`src/hw/rtl/gpb_pkg.sv`:
```
// ----------------------------------------------------------------------------
// gpb_pkg
// Shared types, constants and the restoring division step of the grey
// posterize blend block.
// ----------------------------------------------------------------------------
`default_nettype none

package gpb_pkg;

  localparam int unsigned LUMA_SUM_W = 20;
  localparam logic [LUMA_SUM_W-1:0] LUMA_KR = 20'd872;
  localparam logic [LUMA_SUM_W-1:0] LUMA_KG = 20'd2930;
  localparam logic [LUMA_SUM_W-1:0] LUMA_KB = 20'd296;

  localparam logic [6:0] MIX_FULL = 7'd64;
  localparam logic [7:0] GREY_MAX = 8'd255;

  localparam logic FMT_RGB888 = 1'b0;
  localparam logic FMT_RGB565 = 1'b1;

  localparam logic [1:0] REG_LEVELS    = 2'd0;
  localparam logic [1:0] REG_SMOOTH    = 2'd1;
  localparam logic [1:0] REG_INTENSITY = 2'd2;
  localparam logic [1:0] REG_FORMAT    = 2'd3;

  typedef struct packed {
    logic [7:0] r;
    logic [7:0] g;
    logic [7:0] b;
  } pix_t;

  typedef struct packed {
    pix_t       pix;
    logic [7:0] luma;
  } luma_t;

  typedef struct packed {
    pix_t       pix;
    logic [7:0] q;
  } grey_t;

  typedef struct packed {
    logic       bypass;
    logic       fmt;
    logic [6:0] weight;
    logic [7:0] run;
    logic [7:0] step;
    logic [7:0] thr;
  } cfg_t;

  // One restoring division step: returns the new remainder and the quotient bit.
  function automatic logic [8:0] div_step(input logic [7:0] rem, input logic din,
                                          input logic [7:0] d);
    logic [8:0] sh;
    logic [8:0] res;
    sh = {rem, din};
    if (sh >= {1'b0, d}) begin
      res = {8'(sh - {1'b0, d}), 1'b1};
    end else begin
      res = {sh[7:0], 1'b0};
    end
    return res;
  endfunction

endpackage

`default_nettype wire

```
`src/hw/rtl/grey_posterize_blend_top.sv`:
```
// ----------------------------------------------------------------------------
// grey_posterize_blend_top
// Greyscale conversion with optional posterization, blended back into the
// original color, for RGB888 or packed RGB565 pixels.
// ----------------------------------------------------------------------------
// The block takes one pixel per clock while the divider is idle and the output
// accepts, and returns each result through a six-stage pipeline (unpack, luma
// sum, two division halves, grey mapping, blend) in which back-pressure from
// the output side holds a full stage whose successor cannot take its data.
// After reset and after every write of the level count, the input stays not
// ready while a bit-serial divider derives the posterization run and step.
`default_nettype none

module grey_posterize_blend_top
  import gpb_pkg::*;
(
  input  wire logic        clk,
  input  wire logic        rst_n,
  input  wire logic        in_tvalid,
  output logic             in_tready,
  input  wire logic [39:0] in_tdata,   // red_in, green_in, blue_in, packed_in
  output logic             out_tvalid,
  input  wire logic        out_tready,
  output logic [39:0]      out_tdata,  // red_out, green_out, blue_out, packed_out
  input  wire logic        cfg_psel,
  input  wire logic        cfg_penable,
  input  wire logic        cfg_pwrite,
  input  wire logic [3:0]  cfg_paddr,
  input  wire logic [31:0] cfg_pwdata,
  output logic [31:0]      cfg_prdata,
  output logic             cfg_pready
);

  cfg_t  cfg;
  logic  busy;
  logic  luma_in_ready;
  logic  luma_vld;
  luma_t luma_data;
  logic  quant_ready;
  logic  grey_vld;
  grey_t grey_data;
  logic  blend_ready;

  assign cfg_pready = 1'b1;

  gpb_cfg u_cfg (
    .clk     (clk),
    .rst_n   (rst_n),
    .psel    (cfg_psel),
    .penable (cfg_penable),
    .pwrite  (cfg_pwrite),
    .paddr   (cfg_paddr),
    .pwdata  (cfg_pwdata),
    .prdata  (cfg_prdata),
    .cfg     (cfg),
    .busy    (busy)
  );

  assign in_tready = luma_in_ready && !busy;

  gpb_luma u_luma (
    .clk       (clk),
    .rst_n     (rst_n),
    .fmt       (cfg.fmt),
    .in_valid  (in_tvalid && !busy),
    .in_ready  (luma_in_ready),
    .in_data   (in_tdata),
    .out_valid (luma_vld),
    .out_ready (quant_ready),
    .out_data  (luma_data)
  );

  gpb_quant u_quant (
    .clk       (clk),
    .rst_n     (rst_n),
    .cfg       (cfg),
    .in_valid  (luma_vld),
    .in_ready  (quant_ready),
    .in_data   (luma_data),
    .out_valid (grey_vld),
    .out_ready (blend_ready),
    .out_data  (grey_data)
  );

  gpb_blend u_blend (
    .clk       (clk),
    .rst_n     (rst_n),
    .cfg       (cfg),
    .in_valid  (grey_vld),
    .in_ready  (blend_ready),
    .in_data   (grey_data),
    .out_valid (out_tvalid),
    .out_ready (out_tready),
    .out_data  (out_tdata)
  );

endmodule

`default_nettype wire

```
`src/hw/rtl/gpb_cfg.sv`:
```
// ----------------------------------------------------------------------------
// gpb_cfg
// Register file with the bus port and a bit-serial divider that derives the
// posterization run, step and threshold from the level count.
// ----------------------------------------------------------------------------
`default_nettype none

module gpb_cfg
  import gpb_pkg::*;
(
  input  wire logic        clk,
  input  wire logic        rst_n,
  input  wire logic        psel,
  input  wire logic        penable,
  input  wire logic        pwrite,
  input  wire logic [3:0]  paddr,
  input  wire logic [31:0] pwdata,
  output logic [31:0]      prdata,
  output cfg_t             cfg,
  output logic             busy
);

  localparam logic [3:0] CNT_LAST      = 4'd9;

  logic [8:0] levels_r;
  logic       smooth_r;
  logic [6:0] intensity_r;
  logic       fmt_r;
  logic       busy_r;
  logic [3:0] cnt_r;
  logic [7:0] run_rem_r;
  logic [7:0] step_rem_r;
  logic [7:0] run_r;
  logic [7:0] step_r;
  logic [7:0] thr_r;

  logic       wr;
  logic       lv_wr;
  logic [7:0] lv;
  logic [7:0] lvm1;
  logic [8:0] run_nxt;
  logic [8:0] step_nxt;
  logic [15:0] thr_full;

  assign wr    = psel && penable && pwrite;
  assign lv_wr = wr && (paddr[3:2] == REG_LEVELS);

  always_comb begin
    if (levels_r < 9'd2) begin
      lv = 8'd2;
    end else if (levels_r[8]) begin
      lv = 8'd255;
    end else begin
      lv = levels_r[7:0];
    end
  end

  assign lvm1     = lv - 8'd1;
  assign run_nxt  = div_step(run_rem_r, cnt_r == 4'd0, lv);
  assign step_nxt = div_step(step_rem_r, cnt_r == 4'd0, lvm1);
  assign thr_full = 16'(lvm1) * 16'(run_r);

  always_ff @(posedge clk) begin
    if (!rst_n) begin
      levels_r    <= 9'd2;
      smooth_r    <= 1'b1;
      intensity_r <= MIX_FULL;
      fmt_r       <= FMT_RGB888;
    end else if (wr) begin
      unique case (paddr[3:2])
        REG_LEVELS:    levels_r    <= pwdata[8:0];
        REG_SMOOTH:    smooth_r    <= pwdata[0];
        REG_INTENSITY: intensity_r <= pwdata[6:0];
        REG_FORMAT:    fmt_r       <= pwdata[0];
        default:       levels_r    <= levels_r;
      endcase
    end
  end

  always_ff @(posedge clk) begin
    if (!rst_n || lv_wr) begin
      busy_r     <= 1'b1;
      cnt_r      <= 4'd0;
      run_rem_r  <= 8'd0;
      step_rem_r <= 8'd0;
    end else if (busy_r) begin
      if (cnt_r != CNT_LAST) begin
        run_rem_r  <= run_nxt[8:1];
        step_rem_r <= step_nxt[8:1];
        run_r      <= {run_r[6:0], run_nxt[0]};
        step_r     <= {step_r[6:0], step_nxt[0]};
        cnt_r      <= cnt_r + 4'd1;
      end else begin
        thr_r  <= thr_full[7:0];
        busy_r <= 1'b0;
      end
    end
  end

  always_comb begin
    unique case (paddr[3:2])
      REG_LEVELS:    prdata = {23'd0, levels_r};
      REG_SMOOTH:    prdata = {31'd0, smooth_r};
      REG_INTENSITY: prdata = {25'd0, intensity_r};
      REG_FORMAT:    prdata = {31'd0, fmt_r};
      default:       prdata = 32'd0;
    endcase
  end

  assign cfg.bypass = smooth_r || levels_r[8];
  assign cfg.fmt    = fmt_r;
  assign cfg.weight = (intensity_r > MIX_FULL) ? MIX_FULL : intensity_r;
  assign cfg.run    = run_r;
  assign cfg.step   = step_r;
  assign cfg.thr    = thr_r;
  assign busy       = busy_r;

  a_lv_wr_busy: assert property (@(posedge clk) disable iff (!rst_n)
    lv_wr |=> busy_r && (cnt_r == 4'd0))
    else $error("divider did not restart after a level write");

  a_busy_done: assert property (@(posedge clk) disable iff (!rst_n)
    (busy_r && (cnt_r == CNT_LAST) && !lv_wr) |=> !busy_r)
    else $error("divider did not finish");

  a_busy_hold: assert property (@(posedge clk) disable iff (!rst_n)
    (busy_r && (cnt_r != CNT_LAST)) |=> busy_r && (cnt_r <= CNT_LAST))
    else $error("divider stopped early");

endmodule

`default_nettype wire

```
`src/hw/rtl/gpb_luma.sv`:
```
// ----------------------------------------------------------------------------
// gpb_luma
// Two pipeline stages: pixel unpacking, then the weighted luma sum.
// ----------------------------------------------------------------------------
`default_nettype none

module gpb_luma
  import gpb_pkg::*;
(
  input  wire logic        clk,
  input  wire logic        rst_n,
  input  wire logic        fmt,
  input  wire logic        in_valid,
  output logic             in_ready,
  input  wire logic [39:0] in_data,
  output logic             out_valid,
  input  wire logic        out_ready,
  output luma_t            out_data
);

  logic  s1_vld_r;
  pix_t  s1_pix_r;
  logic  s2_vld_r;
  luma_t s2_r;
  logic  rdy1;
  logic  rdy2;
  pix_t  pix_nxt;
  logic [LUMA_SUM_W-1:0] sum_nxt;

  assign rdy2 = !s2_vld_r || out_ready;
  assign rdy1 = !s1_vld_r || rdy2;

  always_comb begin
    if (fmt == FMT_RGB565) begin
      pix_nxt.r = {in_data[39:35], 3'b000};
      pix_nxt.g = {in_data[34:29], 2'b00};
      pix_nxt.b = {in_data[28:24], 3'b000};
    end else begin
      pix_nxt.r = in_data[7:0];
      pix_nxt.g = in_data[15:8];
      pix_nxt.b = in_data[23:16];
    end
  end

  assign sum_nxt = LUMA_SUM_W'(s1_pix_r.r) * LUMA_KR
                 + LUMA_SUM_W'(s1_pix_r.g) * LUMA_KG
                 + LUMA_SUM_W'(s1_pix_r.b) * LUMA_KB;

  always_ff @(posedge clk) begin
    if (!rst_n) begin
      s1_vld_r <= 1'b0;
      s2_vld_r <= 1'b0;
    end else begin
      if (rdy1) s1_vld_r <= in_valid;
      if (rdy2) s2_vld_r <= s1_vld_r;
    end
  end

  always_ff @(posedge clk) begin
    if (rdy1 && in_valid) s1_pix_r <= pix_nxt;
    if (rdy2 && s1_vld_r) begin
      s2_r.pix  <= s1_pix_r;
      s2_r.luma <= sum_nxt[LUMA_SUM_W-1:12];
    end
  end

  assign in_ready  = rdy1;
  assign out_valid = s2_vld_r;
  assign out_data  = s2_r;

endmodule

`default_nettype wire

```
`src/hw/rtl/gpb_quant.sv`:
```
// ----------------------------------------------------------------------------
// gpb_quant
// Three pipeline stages: two halves of the luma-by-run division, then the
// mapping of the bucket index to its grey level.
// ----------------------------------------------------------------------------
`default_nettype none

module gpb_quant
  import gpb_pkg::*;
(
  input  wire logic clk,
  input  wire logic rst_n,
  input  cfg_t      cfg,
  input  wire logic in_valid,
  output logic      in_ready,
  input  luma_t     in_data,
  output logic      out_valid,
  input  wire logic out_ready,
  output grey_t     out_data
);

  logic       s3_vld_r;
  luma_t      s3_r;
  logic [7:0] s3_rem_r;
  logic [3:0] s3_qhi_r;
  logic       s4_vld_r;
  luma_t      s4_r;
  logic [7:0] s4_quot_r;
  logic       s5_vld_r;
  grey_t      s5_r;
  logic       rdy3;
  logic       rdy4;
  logic       rdy5;

  logic [7:0] rem_hi [0:4];
  logic [7:0] rem_lo [0:4];
  logic [3:0] qhi_nxt;
  logic [3:0] qlo_nxt;
  logic [8:0] st_hi  [0:3];
  logic [8:0] st_lo  [0:3];
  logic [15:0] prod;
  logic [7:0] q_nxt;

  assign rdy5 = !s5_vld_r || out_ready;
  assign rdy4 = !s4_vld_r || rdy5;
  assign rdy3 = !s3_vld_r || rdy4;

  always_comb begin
    rem_hi[0] = 8'd0;
    for (int i = 0; i < 4; i++) begin
      st_hi[i]      = div_step(rem_hi[i], in_data.luma[7-i], cfg.run);
      rem_hi[i+1]   = st_hi[i][8:1];
      qhi_nxt[3-i]  = st_hi[i][0];
    end
  end

  always_comb begin
    rem_lo[0] = s3_rem_r;
    for (int i = 0; i < 4; i++) begin
      st_lo[i]      = div_step(rem_lo[i], s3_r.luma[3-i], cfg.run);
      rem_lo[i+1]   = st_lo[i][8:1];
      qlo_nxt[3-i]  = st_lo[i][0];
    end
  end

  assign prod = 16'(s4_quot_r) * 16'(cfg.step);

  always_comb begin
    if (cfg.bypass) begin
      q_nxt = s4_r.luma;
    end else if (s4_r.luma < cfg.thr) begin
      q_nxt = prod[7:0];
    end else begin
      q_nxt = GREY_MAX;
    end
  end

  always_ff @(posedge clk) begin
    if (!rst_n) begin
      s3_vld_r <= 1'b0;
      s4_vld_r <= 1'b0;
      s5_vld_r <= 1'b0;
    end else begin
      if (rdy3) s3_vld_r <= in_valid;
      if (rdy4) s4_vld_r <= s3_vld_r;
      if (rdy5) s5_vld_r <= s4_vld_r;
    end
  end

  always_ff @(posedge clk) begin
    if (rdy3 && in_valid) begin
      s3_r     <= in_data;
      s3_rem_r <= rem_hi[4];
      s3_qhi_r <= qhi_nxt;
    end
    if (rdy4 && s3_vld_r) begin
      s4_r      <= s3_r;
      s4_quot_r <= {s3_qhi_r, qlo_nxt};
    end
    if (rdy5 && s4_vld_r) begin
      s5_r.pix <= s4_r.pix;
      s5_r.q   <= q_nxt;
    end
  end

  assign in_ready  = rdy3;
  assign out_valid = s5_vld_r;
  assign out_data  = s5_r;

endmodule

`default_nettype wire

```
`src/hw/rtl/gpb_blend.sv`:
```
// ----------------------------------------------------------------------------
// gpb_blend
// Output stage: mixes the grey level into each channel and packs the result
// word for the selected pixel format.
// ----------------------------------------------------------------------------
`default_nettype none

module gpb_blend
  import gpb_pkg::*;
(
  input  wire logic  clk,
  input  wire logic  rst_n,
  input  cfg_t       cfg,
  input  wire logic  in_valid,
  output logic       in_ready,
  input  grey_t      in_data,
  output logic       out_valid,
  input  wire logic  out_ready,
  output logic [39:0] out_data
);

  logic        s6_vld_r;
  logic [39:0] s6_data_r;
  logic        rdy6;
  logic [6:0]  inv_w;
  logic [13:0] mix_r;
  logic [13:0] mix_g;
  logic [13:0] mix_b;
  logic [7:0]  ro;
  logic [7:0]  go;
  logic [7:0]  bo;
  logic [39:0] data_nxt;

  assign rdy6  = !s6_vld_r || out_ready;
  assign inv_w = MIX_FULL - cfg.weight;

  assign mix_r = 14'(in_data.q) * 14'(cfg.weight) + 14'(in_data.pix.r) * 14'(inv_w);
  assign mix_g = 14'(in_data.q) * 14'(cfg.weight) + 14'(in_data.pix.g) * 14'(inv_w);
  assign mix_b = 14'(in_data.q) * 14'(cfg.weight) + 14'(in_data.pix.b) * 14'(inv_w);

  assign ro = mix_r[13:6];
  assign go = mix_g[13:6];
  assign bo = mix_b[13:6];

  always_comb begin
    if (cfg.fmt == FMT_RGB565) begin
      data_nxt = {ro[7:3], go[7:2], bo[7:3], 24'd0};
    end else begin
      data_nxt = {16'd0, bo, go, ro};
    end
  end

  always_ff @(posedge clk) begin
    if (!rst_n) begin
      s6_vld_r <= 1'b0;
    end else if (rdy6) begin
      s6_vld_r <= in_valid;
    end
  end

  always_ff @(posedge clk) begin
    if (rdy6 && in_valid) s6_data_r <= data_nxt;
  end

  assign in_ready  = rdy6;
  assign out_valid = s6_vld_r;
  assign out_data  = s6_data_r;

endmodule

`default_nettype wire
```
`config.mk`:
```
export PLATFORM = sky130hd
export DESIGN_NAME = grey_posterize_blend_top
export DESIGN_NICKNAME = d
export VERILOG_FILES = /design/src/hw/rtl/gpb_pkg.sv /design/src/hw/rtl/grey_posterize_blend_top.sv /design/src/hw/rtl/gpb_cfg.sv /design/src/hw/rtl/gpb_luma.sv /design/src/hw/rtl/gpb_quant.sv /design/src/hw/rtl/gpb_blend.sv
export SDC_FILE = /design/constraint.sdc
export NUM_CORES = 1
export LEC_CHECK = 0
export BUFFER_PORTS_ARGS = -buffer_cell sky130_fd_sc_hd__buf_2
export CORE_ASPECT_RATIO = 0.5
export CORE_MARGIN = 1.5
export CORE_UTILIZATION = 47
export DETAILED_ROUTE_END_ITERATION = 16
export SYNTH_ARGS = -nofsm -noshare
export SYNTH_HDL_FRONTEND = slang
export SYNTH_SLANG_ARGS = --single-unit
export TNS_END_PERCENT = 5
```
`constraint.sdc`:
```
create_clock -name clk -period 9.4 [get_ports clk]
set_input_delay 0.94 -clock clk [delete_from_list [all_inputs] [get_ports clk]]
set_output_delay 0.94 -clock clk [all_outputs]
set_load 0.1 [all_outputs]
```
==> results of run 1 <==
## cells in the final DEF (no fill, tap or decap), types with 9 or more instances in the layout
| master | instances |
|---|---|
| inv_1 | 439 |
| ha_1 | 353 |
| edfxtp_1 | 236 |
| fa_1 | 234 |
| nand2_1 | 221 |
| nor2_1 | 160 |
| and2_1 | 159 |
| xnor2_1 | 112 |
| buf_2 | 108 |
| a21oi_1 | 81 |
| o21ai_0 | 77 |
| nor2b_1 | 50 |
| dfxtp_1 | 44 |
| xor2_1 | 43 |
| mux2i_1 | 39 |
| buf_4 | 34 |
| mux2_2 | 31 |
| a21o_1 | 30 |
| nor3_1 | 28 |
| o21a_1 | 28 |
| clkbuf_16 | 27 |
| conb_1 | 24 |
| nand3_1 | 22 |
| a21boi_0 | 20 |
| nand2b_1 | 14 |
| nand4_1 | 10 |
| and3_1 | 10 |
| o21bai_1 | 10 |
| or3_1 | 9 |
## worst max-delay path: cells and delay by family, from the launching register on
family	cells	cell delay [ns]
adder cells (fa/ha/maj)	4	1.25
AO/OA/AOI/OAI	18	4.45
AND/OR/NAND/NOR	4	1.43
multiplexers	1	0.23
flip-flops	1	0.47
buffers and inverters	3	0.48
## power groups by stage
stage | logic (mW) | clock network (mW) | registers, mW
global placement | 1.31 | 0 | 1.47
CTS | 1.34 | 1.09 | 1.44
detailed placement | 1.33 | 0 | 1.47
floorplan | 1.06 | 0 | 1.46
global route | 1.51 | 1.13 | 1.45
finish | 1.34 | 1.06 | 1.44
## stage by stage
step | worst slack, ns | total power, mW | instances
floorplan | 1.29 | 2.52 | 2675
global placement | 0.999 | 2.78 | 3506
detailed placement | 0.835 | 2.80 | 3506
CTS | 0.826 | 3.88 | 3556
global route | 0.142 | 4.10 | 3556
finish | 0.812 | 3.84 | 3556
## flip-flops by register name (all words and copies together), names as in the netlist, 9 cells and up
register	flops
u_blend.out_data	40
u_quant.s3_r	32
u_luma.s1_pix_r	24
u_luma.out_data	32
u_quant.out_data	32
u_quant.s4_r	32
u_cfg.levels_r	9
## metal layers
metal | part of all wire | routed length (um)
met1 | 0.48 | 26400
met3 | 0.037 | 2020
met4 | 0.016 | 880
met5 | 0 | 0
met2 | 0.47 | 25900
## path summary, 6_finish.rpt
| path | to | slack, ns | cells past startpoint |
|---|---|---|---|
| setup / recovery | u_quant.s4_quot_r[0] | 0.81 | 30 |
| hold / removal | u_quant.out_data[11] | 0.41 | 0 |
| setup reg to reg | u_quant.s4_quot_r[0] | 0.81 | 30 |
| hold reg to reg | u_quant.out_data[11] | 0.41 | 0 |
## synth_stat cells, types with 24 or more instances
cell,n
a21o_1,30
a21oi_1,81
and2_1,159
buf_4,24
clkbuf_1,41
dfxtp_1,45
edfxtp_1,236
fa_1,234
ha_1,353
inv_1,439
mux2_2,31
mux2i_1,40
nand2_1,221
nor2_1,160
nor2b_1,53
nor3_1,28
o21a_1,28
o21ai_0,77
xnor2_1,112
xor2_1,43
## logic make-up after synthesis
kind of cell	after synthesis
XOR/XNOR	155
flip-flops	281
adder cells (fa/ha/maj)	587
buffers and inverters	507
multiplexers	73
other	2
AO/OA/AOI/OAI	327
AND/OR/NAND/NOR	721
## final cells by class
class	instances	area (um2)
clock buffer	35	726
sequential	281	7990
inverter	440	1650
multi-input combinational	1887	17100
fill	5167	26700
clock inverter	15	124
timing repair buffer	142	796
tap	756	946
==> results.toml, run 1 <==
[run_status]
status = "completed"

[detailed_routing]
drc_errors = 0
drt_first_iter_violations = 843
routed_wirelength_um = 55200
dr.pass1.iters = 5
wl_per_cell_um = 15.5
vias = 18000
antenna_left = 0
vias_per_cell = 5.08

[pwr]
power_leakage_nw = 13.8
swShare = 0.331
vdd_drop_max_v = 0.000121
intPower_mw = 2.57
cellPowerDensity_nw_per_um2 = 131
pwr-share-clk = 0.275
seqPwrFrac = 0.376
p_switching_mw = 1.27
comb_power_share = 0.349

[hold_path]
hold_class = "reg2reg"
min_from = "u_quant.s4_r[11]"

[global_route]
grt-ovfl-total = 0
gr-usage-met1 = 0.268
grt_pass1_wl_um = 91600
use_met3 = 0.0201
grt_pass1_vias = 18000
antenna_found_initial = 1
grt-busiest-layer = "met2"
grt.total_usage = 0.194
grt_max_degree = 51
grt_use_met2 = 0.334

[yosys]
synth_top_area_frac = 0.263
synthAdderAreaFrac = 0.337
synth_edf_count = 236
synthTopCellsByArea = "edfxtp_1 (26%), fa_1 (17%), ha_1 (16%)"
synthArstFlopShare = 0
yosys.cell_types.count = 84
ys_seq_elements = 281
ys_warn_count = 0
synth_mux_area_frac = 0.0292
synth-xor-area-share = 0.0503
synth_top_family_by_area = "adder cells"
synthSimpleGateAreaFrac = 0.132
synth_compound_area_frac = 0.0812
ys_seq_area_frac = 0.296
syn_area_um2 = 27000
ys.flop_type = "edfxtp_1"
syn_area_per_cell_um2 = 10.2
synth_top_cell_by_area = "edfxtp_1"
synth_cells = 2653

[sta]
tightest_slew_ns = 1.24
maxSlewViolCount = 0
fin_skew_ns = 0.0104
fin_hold_ws_ns = 0.413
fin_crit_ns = 8.59
slew_headroom = 0.173
fmax_ghz = 0.116
timing.setup.tns_ns = 0
finalHoldViolCount = 0
finalSetupViolations = 0
rsz0062_at_grt = "false"
fin_crit_sh = 0.914

[cts]
post_cts_buffers = 0
h-tree-depth = 1
clockBufferDepth = 3
cts_sinks = 281
cts_tree = "yes"
path_clk_slew_ns = 0.07
hold_buffers = 0
cts_root_buf = "clkbuf_16"
numCtsBuffers = 27
cts_resized = 0
clk_latency_ns = 0.57

[place]
hpwl_um = 44200
place_area_um2 = 28500
io_buffers = 108
gp_congestion = 0.827

[critical_path]
cpMaxStageDelayCell = "o41ai_1"
r2r-start = "u_cfg.run_r[2]"
setup.worst_path.start = "u_cfg.run_r[2]"
cp-end-kind = "flop"
crit_path_start_kind = "flop"
crit_fanout = 12
required_ns = 9.70
slowest_delay_ns = 0.56
worstSetupPathType = "reg2reg"
arrival_ns = 8.89

[floorplan]
core-area_um2 = 56100
io_pins = 158
rows = 61
die_h_um = 172
dieArea_um2 = 58900
die_x_um = 342
start_util = 0.481

[cells_and_area]
final_nets = 3449
syn2layout_area_growth_pct = 8.84
postLayoutCoreUtil = 0.523
layout-drive-gt1-share = 0.0904
antennaDiodeCount = 0
fin_area_um2 = 29400

[flow_run]
max_cap_violations = 0
(Power assumes the default switching activity.)
==> run 2: changes to the inputs <==
--- a/config.mk
+++ b/config.mk
@@ -10,6 +10,7 @@
 export CORE_MARGIN = 1.5
 export CORE_UTILIZATION = 47
 export DETAILED_ROUTE_END_ITERATION = 16
+export SKIP_CTS_REPAIR_TIMING = 1
 export SYNTH_ARGS = -nofsm -noshare
 export SYNTH_HDL_FRONTEND = slang
 export SYNTH_SLANG_ARGS = --single-unit
==> constraint.sdc (replaced) <==
create_clock -name clk -period 10.7 [get_ports clk]
set_input_delay 1.07 -clock clk [delete_from_list [all_inputs] [get_ports clk]]
set_output_delay 1.07 -clock clk [all_outputs]
set_load 0.1 [all_outputs]
==> results.toml, run 2 (same netlist as run 1, synthesis figures left out) <==
[cells_and_area]
postLayoutCoreUtil = 0.524
final_nets = 3439
stdcell_count = 3547
fillers = 5227
layout-drive-gt1-share = 0.0889
largest_reg_flops = 40
antennaDiodeCount = 0
layout_common_cells = "inv_1 (439), ha_1 (353), edfxtp_1 (236)"
final_common_cell = "inv_1"
syn2layout_area_growth_pct = 8.89

[floorplan]
core-area_um2 = 56100
die_h_um = 172
die_x_um = 342
io_pins = 158
dieArea_um2 = 58900
start_util = 0.481
rows = 61

[place]
hpwl_um = 43600
placed_cells = 3495
io_buffers = 108
gp_congestion = 0.829
dp_slack_ns = 1.75

[global_route]
grt_pass1_vias = 18300
grt-ovfl-total = 0
grt.total_usage = 0.196
use_met3 = 0.0220
grt_use_met2 = 0.330
grt_pass1_wl_um = 92600
gr-usage-met1 = 0.272
grt_max_degree = 51
antenna_found_initial = 1
grt-busiest-layer = "met2"

[sta]
finalHoldViolCount = 0
fin_crit_sh = 0.855
timing.setup.tns_ns = 0
fin_crit_ns = 9.15
worst_slack_ns = 1.55
finalSetupViolations = 0
tightest_slew_ns = 1.23
rsz0062_at_grt = "false"
maxSlewViolCount = 0
fin_skew_ns = 0.0237
slew_headroom = 0.178
fmax_ghz = 0.109
fin_hold_ws_ns = 0.417

[critical_path]
cp-end-kind = "flop"
worstSetupPathType = "reg2reg"
crit_fanout = 12
arrival_ns = 9.49
crit_path_start_kind = "flop"
required_ns = 11.04
cpMaxStageDelayCell = "edfxtp_1"
slowest_delay_ns = 0.77

[run_status]
status = "completed"

[cts]
cts_tree = "yes"
clk_latency_ns = 0.60
h-tree-depth = 1
numCtsBuffers = 28
cts_root_buf = "clkbuf_16"
path_clk_slew_ns = 0.07
cts_sinks = 281
clockBufferDepth = 3

[detailed_routing]
drt_first_iter_violations = 998
wl_per_cell_um = 15.6
vias_per_cell = 5.12
dr.pass1.iters = 6
routed_wirelength_um = 55200
drc_errors = 0
vias = 18100
antenna_left = 0

[pwr]
vdd_drop_max_v = 0.000120
power_leakage_nw = 13.8
cellPowerDensity_nw_per_um2 = 118

[hold_path]
hold_class = "reg2reg"

[flow_run]
max_cap_violations = 0
[run 2: cell types whose count changed in the layout (fill, tap and decap cells not counted), sizes merged]
cell      before  now
buf          142  131
bufinv         1    3
clkbuf        35   28
clkinv        11   14
clkinvlp       1    4
inv          442  443
[run 2: path summary, 6_finish.rpt]
path	cells past startpoint	slack (ns)	startpoint	to
worst min register to register	0	0.42	u_quant.s3_r[25]	u_quant.s4_r[25]
worst min-delay path	0	0.42	u_quant.s3_r[25]	u_quant.s4_r[25]
worst max register to register	31	1.55	u_cfg.run_r[1]	u_quant.s4_quot_r[0]
worst max-delay path	31	1.55	u_cfg.run_r[1]	u_quant.s4_quot_r[0]
[run 2: per-stage QoR]
| step | total power, mW | instance area [um2] |
|---|---|---|
| floorplan | 2.21 | 27100 |
| global placement | 2.44 | 28400 |
| detailed placement | 2.46 | 28400 |
| CTS | 3.49 | 29400 |
| global route | 3.69 | 29400 |
| finish | 3.46 | 29400 |
[run 2: layout make-up]
| cell class | instances | area (um2) | area share |
|---|---|---|---|
| Multi-Input combinational cell | 1887 | 17100 | 0.583 |
| Sequential cell | 281 | 7990 | 0.272 |
| Inverter | 440 | 1650 | 0.0562 |
| Tap cell | 756 | 946 | 0.0322 |
| Timing Repair Buffer | 131 | 713 | 0.0243 |
| Clock buffer | 28 | 701 | 0.0239 |
| Clock inverter | 24 | 246 | 0.00839 |
[run 2: layer usage]
layer	vias up	part of all wire
met5	-	0
met4	0	0.019
met3	59	0.032
met2	240	0.46
met1	8872	0.49
li1	8977	-
[run 2: power by group]
part	internal, mW	switching, mW
Clock	0.561	0.459
Combinational	0.523	0.646
Sequential	1.23	0.0487
[run 2: critical path: cells and delay by family (launching register included)]
kind	cells	cell delay, ns
AND/OR/NAND/NOR	6	1.65
AO/OA/AOI/OAI	17	4.43
flip-flops	1	0.77
buffers and inverters	3	0.54
adder cells (fa/ha/maj)	4	1.25
multiplexers	1	0.22
==> run 3: changes to the inputs <==
--- a/config.mk
+++ b/config.mk
@@ -8,7 +8,7 @@
 export BUFFER_PORTS_ARGS = -buffer_cell sky130_fd_sc_hd__buf_2
 export CORE_ASPECT_RATIO = 0.5
 export CORE_MARGIN = 1.5
-export CORE_UTILIZATION = 47
+export CORE_UTILIZATION = 32
 export DETAILED_ROUTE_END_ITERATION = 16
 export SKIP_CTS_REPAIR_TIMING = 1
 export SYNTH_ARGS = -nofsm -noshare
==> results.toml, run 3 (same netlist as run 1, synthesis figures left out) <==
[run_status]
status = "completed"

[floorplan]
die_h_um = 208
die_x_um = 414
start_util = 0.323
rows = 75
core-area_um2 = 83600
dieArea_um2 = 86100
io_pins = 158

[critical_path]
crit_fanout = 12
crit_path_start_kind = "flop"
r2r_cells = 30
cp-end-kind = "flop"
cpMaxStageDelayCell = "edfxtp_1"
crit_family = "compound AO/OA/AOI/OAI gates"
worstSetupPathDepth = 30
arrival_ns = 9.55
slowest_delay_ns = 0.74
path_buf_inv = 3
required_ns = 11.00
worstSetupPathType = "reg2reg"

[sta]
finalHoldViolCount = 0
timing.setup.tns_ns = 0
worst_slack_ns = 1.45
maxSlewViolCount = 0
rsz0062_at_grt = "false"
fin_crit_ns = 9.25
fin_hold_ws_ns = 0.406
fin_skew_ns = 0.0165
slew_headroom = 0.204
fmax_ghz = 0.108
fin_crit_sh = 0.865
tightest_slew_ns = 1.19
finalSetupViolations = 0

[cells_and_area]
antennaDiodeCount = 0
layout-drive-gt1-share = 0.0894
largest_reg_flops = 40
syn2layout_area_growth_pct = 10.8
fin_area_um2 = 29900
stdcell_count = 3911
layout_common_cells = "inv_1 (439), ha_1 (353), edfxtp_1 (236)"
final_nets = 3440
postLayoutCoreUtil = 0.357
final_common_cell = "inv_1"

[cts]
cts_tree = "yes"
cts_sinks = 281
numCtsBuffers = 31
h-tree-depth = 1
path_clk_slew_ns = 0.07
clk_latency_ns = 0.58
cts_root_buf = "clkbuf_16"
clockBufferDepth = 3

[pwr]
vdd_drop_max_v = 0.000120
power_leakage_nw = 13.8
cellPowerDensity_nw_per_um2 = 117
power.total_mw = 3.51

[hold_path]
min_path_cells = 0
hold_class = "reg2reg"

[detailed_routing]
wl_per_cell_um = 14.3
routed_wirelength_um = 56000
vias_per_cell = 4.65
drc_errors = 0
dr.pass1.iters = 5
vias = 18200
drt_first_iter_violations = 848
antenna_left = 0

[global_route]
grt_pass1_vias = 18900
grt.total_usage = 0.134
grt_pass1_wl_um = 94800
antenna_found_initial = 0
grt-ovfl-total = 0
grt_max_degree = 51

[place]
io_buffers = 108
place_area_um2 = 28900
gp_congestion = 0.838
hpwl_um = 44500
dp_slack_ns = 1.54
placed_cells = 3853

[flow_run]
max_cap_violations = 0
run 3: layer usage:
layer  part of all wire  global-route usage  vias up
met5                  0                   0        -
met4              0.013              0.0220        0
met3              0.032              0.0149       48
met2               0.48               0.232      200
met1               0.48               0.181     8967
li1                   -                   -     8978
run 3: path summary, 6_finish.rpt:
path	startpoint	to	slack [ns]
max	u_cfg.run_r[1]	u_quant.s4_quot_r[0]	1.45
min	u_quant.s4_r[31]	u_quant.out_data[31]	0.41
max reg2reg	u_cfg.run_r[1]	u_quant.s4_quot_r[0]	1.45
min reg2reg	u_quant.s4_r[31]	u_quant.out_data[31]	0.41
run 3: where the power goes:
| part | leakage, nW | switching [mW] | internal (mW) | total, mW |
|---|---|---|---|---|
| combinational | 10.8 | 0.647 | 0.523 | 1.17 |
| sequential | 2.54 | 0.0435 | 1.23 | 1.27 |
| clock | 0.486 | 0.463 | 0.602 | 1.07 |
run 3: layout make-up:
cell class | count | area [um2]
clock buffers | 36 | 815
clock inverters | 22 | 210
fillers | 8298 | 53700
inverters | 440 | 1650
multi-input cells | 1887 | 17100
flip-flops and latches | 281 | 7990
well taps | 1116 | 1400
repair buffers | 129 | 698
run 3: worst register-to-register path: cells and delay by family, from the launching register on:
kind	cells	cell delay, ns
AO/OA/AOI/OAI	16	4.34
AND/OR/NAND/NOR	6	1.81
adder cells (fa/ha/maj)	4	1.26
flip-flops	1	0.74
buffers and inverters	3	0.59
multiplexers	1	0.23
